File: config.mk
export PLATFORM = sky130hd
export DESIGN_NAME = ial_ctrl
export DESIGN_NICKNAME = d
export VERILOG_FILES = /design/src/hdl/indexed_array_list_macros.svh /design/src/hdl/ial_pkg.sv /design/src/hdl/ial_ctrl.sv
export SDC_FILE = /design/constraint.sdc
export NUM_CORES = 1
export LEC_CHECK = 0
export BUFFER_PORTS_ARGS = -buffer_cell sky130_fd_sc_hd__buf_2
export CAP_MARGIN = 20
export CORE_AREA = 2 2 39 41
export DETAILED_ROUTE_END_ITERATION = 16
export DIE_AREA = 0 0 41 43
export GPL_TIMING_DRIVEN = 0
export PLACE_DENSITY = 0.45
export SYNTH_ARGS = -nofsm -noshare
export SYNTH_HDL_FRONTEND = slang
export SYNTH_SLANG_ARGS = --single-unit
File: constraint.sdc
create_clock -name clk -period 1 [get_ports clk]
set_input_delay 0 -clock clk [delete_from_list [all_inputs] [get_ports clk]]
set_output_delay 0 -clock clk [all_outputs]
set_load 0.005 [all_outputs]
File: src/hdl/indexed_array_list_macros.svh
// Assertion macros used by the indexed array list top level.
`ifndef INDEXED_ARRAY_LIST_MACROS_SVH
`define INDEXED_ARRAY_LIST_MACROS_SVH

// Implication checked in the next cycle, sampled on clk and disabled in reset.
`define IAL_ASSERT_NEXT(lbl, ante, cons, msg) \
	lbl: assert property (@(posedge clk) disable iff (!arst_n) (ante) |=> (cons)) \
		else $error(msg);

// Implication checked in the same cycle, sampled on clk and disabled in reset.
`define IAL_ASSERT_SAME(lbl, ante, cons, msg) \
	lbl: assert property (@(posedge clk) disable iff (!arst_n) (ante) |-> (cons)) \
		else $error(msg);

`endif

File: src/hdl/ial_pkg.sv
// Package with the types, sizes and codes of the indexed array list.
package ial_pkg;

	localparam int CAPACITY = 128;
	localparam int ADDR_W   = $clog2(CAPACITY);
	localparam int CNT_W    = $clog2(CAPACITY + 1);
	localparam int CMP_W    = (CNT_W > 8) ? CNT_W : 8;

	typedef enum logic [1:0] {
		OP_INSERT = 2'd0,
		OP_DELETE = 2'd1,
		OP_READ   = 2'd2,
		OP_NONE   = 2'd3
	} op_t;

	typedef enum logic [1:0] {
		ST_DONE    = 2'd0,
		ST_FULL    = 2'd1,
		ST_BAD_POS = 2'd2,
		ST_EMPTY   = 2'd3
	} status_t;

	typedef enum logic [2:0] {
		S_IDLE,
		S_CHECK,
		S_MOVE,
		S_DRAIN,
		S_PUT,
		S_READ,
		S_REPLY
	} state_t;

	typedef struct packed {
		logic capture;
		logic init_ptr;
		logic step;
		logic put;
		logic read_pos;
		logic commit;
	} cmd_t;

	typedef struct packed {
		logic ok;
		op_t  op;
		logic at_edge;
		logic last;
		logic slot_free;
	} stat_t;

endpackage

File: src/hdl/ial_ctrl.sv
// Controller state machine that sequences accept, shift, write, read and reply.
module ial_ctrl (
	input  logic          clk,
	input  logic          arst_n,
	input  logic          in_valid,
	output logic          in_stall,
	input  ial_pkg::stat_t stat,
	output ial_pkg::cmd_t  cmd
);
	import ial_pkg::*;

	state_t state_q;
	state_t state_d;

	always_ff @(posedge clk or negedge arst_n) begin
		if (!arst_n) begin
			state_q <= S_IDLE;
		end else begin
			state_q <= state_d;
		end
	end

	always_comb begin
		state_d = state_q;
		case (state_q)
			S_IDLE: begin
				if (in_valid) state_d = S_CHECK;
			end
			S_CHECK: begin
				if (!stat.ok || stat.op == OP_NONE) begin
					state_d = S_REPLY;
				end else if (stat.op == OP_INSERT) begin
					state_d = stat.at_edge ? S_PUT : S_MOVE;
				end else if (stat.op == OP_DELETE) begin
					state_d = stat.at_edge ? S_REPLY : S_MOVE;
				end else begin
					state_d = S_READ;
				end
			end
			S_MOVE: begin
				if (stat.last) state_d = S_DRAIN;
			end
			S_DRAIN: begin
				state_d = (stat.op == OP_INSERT) ? S_PUT : S_REPLY;
			end
			S_PUT: begin
				state_d = S_REPLY;
			end
			S_READ: begin
				state_d = S_REPLY;
			end
			S_REPLY: begin
				if (stat.slot_free) state_d = S_IDLE;
			end
			default: begin
				state_d = S_IDLE;
			end
		endcase
	end

	always_comb begin
		cmd          = '0;
		in_stall     = 1'b1;
		case (state_q)
			S_IDLE: begin
				in_stall    = 1'b0;
				cmd.capture = in_valid;
			end
			S_CHECK: begin
				cmd.init_ptr = 1'b1;
			end
			S_MOVE: begin
				cmd.step = 1'b1;
			end
			S_PUT: begin
				cmd.put = 1'b1;
			end
			S_READ: begin
				cmd.read_pos = 1'b1;
			end
			S_REPLY: begin
				cmd.commit = stat.slot_free;
			end
			default: begin
				cmd = '0;
			end
		endcase
	end

endmodule

==> results of run 1 <==
## how the worst min path moves through the flow
stage | from | endpoint | slack (ns) | depth (start not counted)
final | arst_n | state_q[0]$_DFFE_PN0P_ | 0.09 | 2
after global routing | stat[5] | state_q[2]$_DFFE_PN0P_ | 0.11 | 3
after CTS | arst_n | state_q[0]$_DFFE_PN0P_ | 0.09 | 2
after detailed placement | arst_n | state_q[1]$_DFFE_PN0P_ | -0.20 | 1
after global placement | arst_n | state_q[1]$_DFFE_PN0P_ | -0.20 | 1
after floorplan | arst_n | state_q[0]$_DFFE_PN0P_ | -0.30 | 0
## layout by cell type (no fill, tap or decap), types with 2 or more instances in the layout
cell type and n:
buf_2 14, buf_6 5, clkbuf_4 3, dfrtp_2 2, inv_1 2, nand2b_4 2, nor2_1 4, nor2_2 4
nor2_4 2
## power breakdown
group	total (mW)	internal [mW]	leakage, nW	switching (mW)
clock	0.212	0.150	0.0150	0.0628
sequential	0.236	0.187	0.0328	0.0496
combinational	1.02	0.579	0.196	0.442
## routing by layer
layer,vias to the layer above,part of all wire [%],wire length (µm),track usage [%]
li1,162,-,-,-
met1,140,38,274,11.4
met2,12,56,403,12.5
met3,0,6.5,47,3.14
met4,0,0,0,8.00
met5,-,0,0,0
## worst reg2reg max path, stage by stage (launching register included)
cell and delay, ns:
dfrtp_2 0.41, buf_8 0.16, nor2_4 0.12, buf_6 0.10, a21oi_2 0.02, a21o_1 0.14
## repair_timing
action,CTS,global route
setup buffers,4,2
hold endpoints to repair,3,0
resized for setup,9,13
hold buffers,1,0
gates cloned,0,0
endpoints found under the setup margin,10,10
pin swaps,3,6
## area by class of cell
cell class	count	area share, %
inverter	2	1.51
clock buffer	4	5.28
multi-input combinational	27	41.7
tap	16	4.02
sequential	3	15.6
timing repair buffer	22	31.9
## through the flow
stage	total power, mW	instance area [µm²]	cells	util (%)	TNS [ns]
after floorplan	0.602	253	34	-	0
after global placement	0.764	348	65	25.1	-0.110
after detailed placement	0.761	348	65	25.1	-0.118
after CTS	1.19	440	73	31.8	-1.64
after global routing	1.56	498	74	36.0	-1.41
final	1.47	498	74	36.0	-1.01
## cells by family after synthesis
kind of cell | count (synthesis)
flops | 3
mux | 1
compound gates | 7
buf+inv | 4
simple gates | 19
==> summary.txt, run 1 <==
Worst setup path
  • Worst EP arrival: 1.19 ns
  • CP Cell Sequence: or3_4 > nor2_2 > buf_2
  • Worst setup path category: flip-flop to output port
  • Reg-to-reg endpoint: state_q[2]$_DFFE_PN0P_
  • CP max FO: 2
  • Worst Setup End Kind: output port
  • Largest stage delay on the critical path: 0.39 ns
  • CP startpoint kind: flip-flop
  • Worst R2R Setup Slack: -0.06 ns
  • Worst path bufs/invs: 1
  • Worst setup path endpoint: cmd[5]
  • Worst r2r path cells: 5
  • Worst Setup SP: state_q[1]$_DFFE_PN0P_
  • Critical R2R Launch: state_q[2]$_DFFE_PN0P_
  • CP delay by family, top: simple AND/OR/NAND/NOR gates
  • Critical-path top delay cell: dfrtp_1
  • Cell depth of the worst setup path: 3
  • CP required: 1.00 ns

Timing
  • Setup WS post-layout: -0.189 ns
  • F_max: 841 MHz
  • Slew Limit Fails: 0
  • Fin crit period: 1.19 ns
  • Crit share post-route: 119%
  • Worst slew margin: 88.1%
  • Setup Skew: 0.00340 ns
  • Final Hold Vio Count: 0
  • # setup viols final: 10
  • Slew @ Worst Pin: 0.178 ns
  • RSZ-0062 raised after global routing: true
  • Min Hold Slack: 0.0916 ns

Routing
  • Vias: 314
  • Drt drc: 0
  • Post-route ant nets: 0
  • Routed vias/inst: 4.24
  • Initial DRT Pass Iterations: 5
  • Final WL: 725 µm
  • Wirelength per Cell: 9.80 µm
  • Iter 0 DRT Violations: 5

Die
  • Die area: 0.00176 mm²
  • Starting Density: 18.3%
  • I/O pins: 16
  • Row count: 14
  • DIE WIDTH: 41 µm
  • Core area: 0.00138 mm²
  • Die Height: 43 µm

Synth
  • Syn Nets: 43
  • Synth top area share: 29.7%
  • Yosys warnings: 0
  • Mux contribution to synthesized area: 3.96%
  • Commonest cells in the synthesized netlist: nor2_1, a21oi_1, dfrtp_1, nand2b_1, inv_1
  • Post-Synthesis Cell Area: 253 µm²
  • Synthesized flop and latch total: 3
  • Post-Syn Instances: 34
  • Post-Synth Adder-Cell Area: 0%
  • Post-Synth XOR/XNOR Area: 0%
  • EDFF count, synth: 0
  • Synth top area cells: dfrtp_1, nor2_1, nand2b_1, a21oi_1, buf_6
  • Largest area contributor in the netlist: dfrtp_1
  • Share of synthesized registers carrying an async set or reset: 100%
  • Post-Syn Area per Cell: 7.43 µm²
  • Synth unique cells: 19
  • Simple-gate share of the synthesized area: 39.6%
  • Most common cell in the netlist: nor2_1
  • Largest family of logic cells by synthesized area: simple AND/OR/NAND/NOR gates
  • Synth Area in Compound Gates: 17.3%
  • Post-synth top flop: dfrtp_1
  • Sequential share of the synthesized area: 29.7%

Clock tree
  • CTS tree: built
  • H-tree Lvls: 1
  • Reg clk slew, reported paths: 0.04 ns
  • Sink count of the clock tree: 3
  • Clk_lat worst skew: 0.23 ns
  • Clk buf depth: 2
  • Number of CTS-inserted buffers: 3
  • Clk root buf: clkbuf_4

Finish
  • Fill cell count: 161
  • Area of the multi-input gates: 208 µm²
  • Largest register FFs: 3
  • Register area: 77.6 µm²
  • Antenna diode count: 0
  • Top flop regs: state_q x3
  • Share of cells above drive strength 1: 67.2%
  • Final net count: 68
  • Area Overhead vs Synth: 97.0%
  • Largest Register: state_q

Global route
  • Largest net degree at the start of global routing: 9
  • Initial antenna violation count: 0
  • First-pass GRT wire length: 1.06 mm
  • Vias in the first global route: 277
  • Global router's overall resource usage: 9.37%
  • Remaining global-route overflow: 0

Place
  • PortBufs: 15
  • Gpl congestion: 0.703
  • DP HPWL: 451 µm
  • Dpl ws: -0.0542 ns

Min path
  • Worst Hold Class: primary input to async pin

Status
  • Failing checks: negative setup slack
  • Status: complete, but fails checks

Job
  • Max_cap viols: 0

Power and ir drop
  • Pwr Density: 2950 mW/mm²
  • Leak pwr: 0.244 nW
  • Max VDD drop: 0.632 mV
(Power assumes the default switching activity.)
==> run 2, diff against run 1 <==
--- a/config.mk
+++ b/config.mk
@@ -7,11 +7,14 @@
 export LEC_CHECK = 0
 export BUFFER_PORTS_ARGS = -buffer_cell sky130_fd_sc_hd__buf_2
 export CAP_MARGIN = 20
+export CELL_PAD_IN_SITES_DETAIL_PLACEMENT = 1
+export CELL_PAD_IN_SITES_GLOBAL_PLACEMENT = 1
 export CORE_AREA = 2 2 39 41
 export DETAILED_ROUTE_END_ITERATION = 16
 export DIE_AREA = 0 0 41 43
 export GPL_TIMING_DRIVEN = 0
-export PLACE_DENSITY = 0.45
+export MAX_ROUTING_LAYER = met4
+export PLACE_DENSITY = 0.6
 export SYNTH_ARGS = -nofsm -noshare
 export SYNTH_HDL_FRONTEND = slang
 export SYNTH_SLANG_ARGS = --single-unit
==> summary.txt, run 2 (same netlist as run 1, synthesis figures left out) <==
Status
  • Status: complete, but fails checks
  • Failing checks: negative setup slack

Min path
  • Hold path start: stat[5]
  • Worst Hold Class: primary input to flip-flop

Die
  • I/O pins: 16
  • Row count: 14
  • DIE WIDTH: 41 µm
  • Core area: 0.00138 mm²
  • Starting Density: 18.3%
  • Die Height: 43 µm
  • Die area: 0.00176 mm²

Worst setup path
  • CP startpoint kind: flip-flop
  • Worst Setup SP: state_q[1]$_DFFE_PN0P_
  • CP max FO: 2
  • CP Cell Sequence: or3_4 > nor2_4 > buf_2
  • Critical-path top delay cell: or3_4
  • CP delay by family, top: simple AND/OR/NAND/NOR gates
  • Worst EP arrival: 1.21 ns
  • Largest stage delay on the critical path: 0.41 ns
  • Critical R2R Launch: state_q[1]$_DFFE_PN0P_
  • Worst Setup End Kind: output port
  • Worst setup path category: flip-flop to output port
  • Worst path bufs/invs: 1
  • CP required: 1.00 ns

Power and ir drop
  • Leak pwr: 0.244 nW
  • Pwr Density: 2790 mW/mm²
  • Total chip power: 1.38 mW
  • Max VDD drop: 0.721 mV

Clock tree
  • Sink count of the clock tree: 3
  • Clk buf depth: 2
  • Number of CTS-inserted buffers: 3
  • Reg clk slew, reported paths: 0.04 ns
  • CTS tree: built
  • Clk root buf: clkbuf_4
  • H-tree Lvls: 1
  • Clk_lat worst skew: 0.23 ns

Global route
  • Global router's overall resource usage: 11.1%
  • First-pass GRT wire length: 1.30 mm
  • Largest net degree at the start of global routing: 9
  • Initial antenna violation count: 0
  • Vias in the first global route: 338
  • Remaining global-route overflow: 0

Routing
  • Routed vias/inst: 4.17
  • Post-route ant nets: 0
  • Iter 0 DRT Violations: 3
  • Drt drc: 0
  • Wirelength per Cell: 10.1 µm
  • Final WL: 756 µm
  • Vias: 313
  • Initial DRT Pass Iterations: 2

Timing
  • Fin crit period: 1.21 ns
  • Setup Skew: 0.00263 ns
  • # setup viols final: 9
  • F_max: 830 MHz
  • Final Hold Vio Count: 0
  • Crit share post-route: 121%
  • Setup WS post-layout: -0.205 ns
  • Slew @ Worst Pin: 0.160 ns
  • RSZ-0062 raised after global routing: true
  • Worst slew margin: 89.3%
  • Slew Limit Fails: 0

Finish
  • Final net count: 69
  • Largest Register: state_q
  • Commonest non-fill, non-tap cells in the layout: buf_2, nor2_1, buf_4, nor2_4, clkbuf_4
  • Area Overhead vs Synth: 95.5%
  • Top flop regs: state_q x3
  • Antenna diode count: 0
  • Post-layout util: 35.7%
  • Largest register FFs: 3
  • Share of cells above drive strength 1: 66.1%
  • Commonest non-fill, non-tap cell in the layout: buf_2
  • Post-Layout Cell Count: 75

Job
  • Max_cap viols: 0

Place
  • DP HPWL: 498 µm
  • Cells after DPL: 65
  • PortBufs: 15
  • Gpl congestion: 0.694
  • Dpl ws: -0.0578 ns
## run 2: cell types whose count changed in the layout (fill, tap and decap cells not counted), moves of 3 or more
| cell | delta |
|---|---|
| buf_4 | +4 |
| buf_6 | -4 |
| nor2_2 | -4 |
| nor2_1 | +3 |
## run 2: per-stage QoR
step / setup TNS, ns / area (µm²) / hold WS [ns]
after floorplan: 0 / 253 / -0.296
after global placement: -0.114 / 348 / -0.203
after detailed placement: -0.152 / 348 / -0.203
after CTS: -1.65 / 478 / 0.0722
after global routing: -1.75 / 494 / 0.0887
final: -1.13 / 494 / 0.0746
## run 2: final timing paths
kind                                                to  slack, ns  cells past startpoint
worst max-delay path                            cmd[5]      -0.21                      3
worst min-delay path            state_q[2]$_DFFE_PN0P_       0.07                      3
worst max register to register  state_q[0]$_DFFE_PN0P_      -0.08                      4
worst min register to register  state_q[0]$_DFFE_PN0P_       0.63                      2
max in group asynchronous       state_q[2]$_DFFE_PN0P_       0.80                      2
min in group asynchronous       state_q[0]$_DFFE_PN0P_       0.09                      2
## run 2: report_power, final
part           switching (mW)  internal (mW)  total, mW
Clock                  0.0604          0.149      0.210
Combinational           0.423          0.505      0.928
Sequential             0.0551          0.187      0.242
Total                   0.539          0.842       1.38
## run 2: routing by layer
metal / routed length [µm] / part of all wire, % / GRT usage (%) / vias to the layer above
met1: 324 / 43 / 13.6 / 142
met5: 0 / 0 / - / -
met4: 0 / 0 / 6.00 / 0
met3: 32 / 4.2 / 0 / 0
met2: 399 / 53 / 17.8 / 9
li1: - / - / - / 162
## run 2: what timing repair did
item                                    in CTS  in global routing
hold buffers                                 1                  0
resized for setup                           13                  5
pin swaps                                    3                  4
buffers inserted                             6                  1
endpoints found under the hold margin        3                  0
endpoints found under the setup margin       9                 10
## run 2: cell type report
type / count / area, µm²
multi-input cells: 27 / 214
clock buffers: 4 / 26.3
inverters: 2 / 7.51
fillers: 181 / 890
repair buffers: 23 / 149
flip-flops and latches: 3 / 77.6
well taps: 16 / 20.0
## run 2: tightest hold or removal path, delay by kind of cell
family	cells	cell delay (ns)
simple gates	1	0.06
compound gates	1	0.10
buf+inv	1	0.12
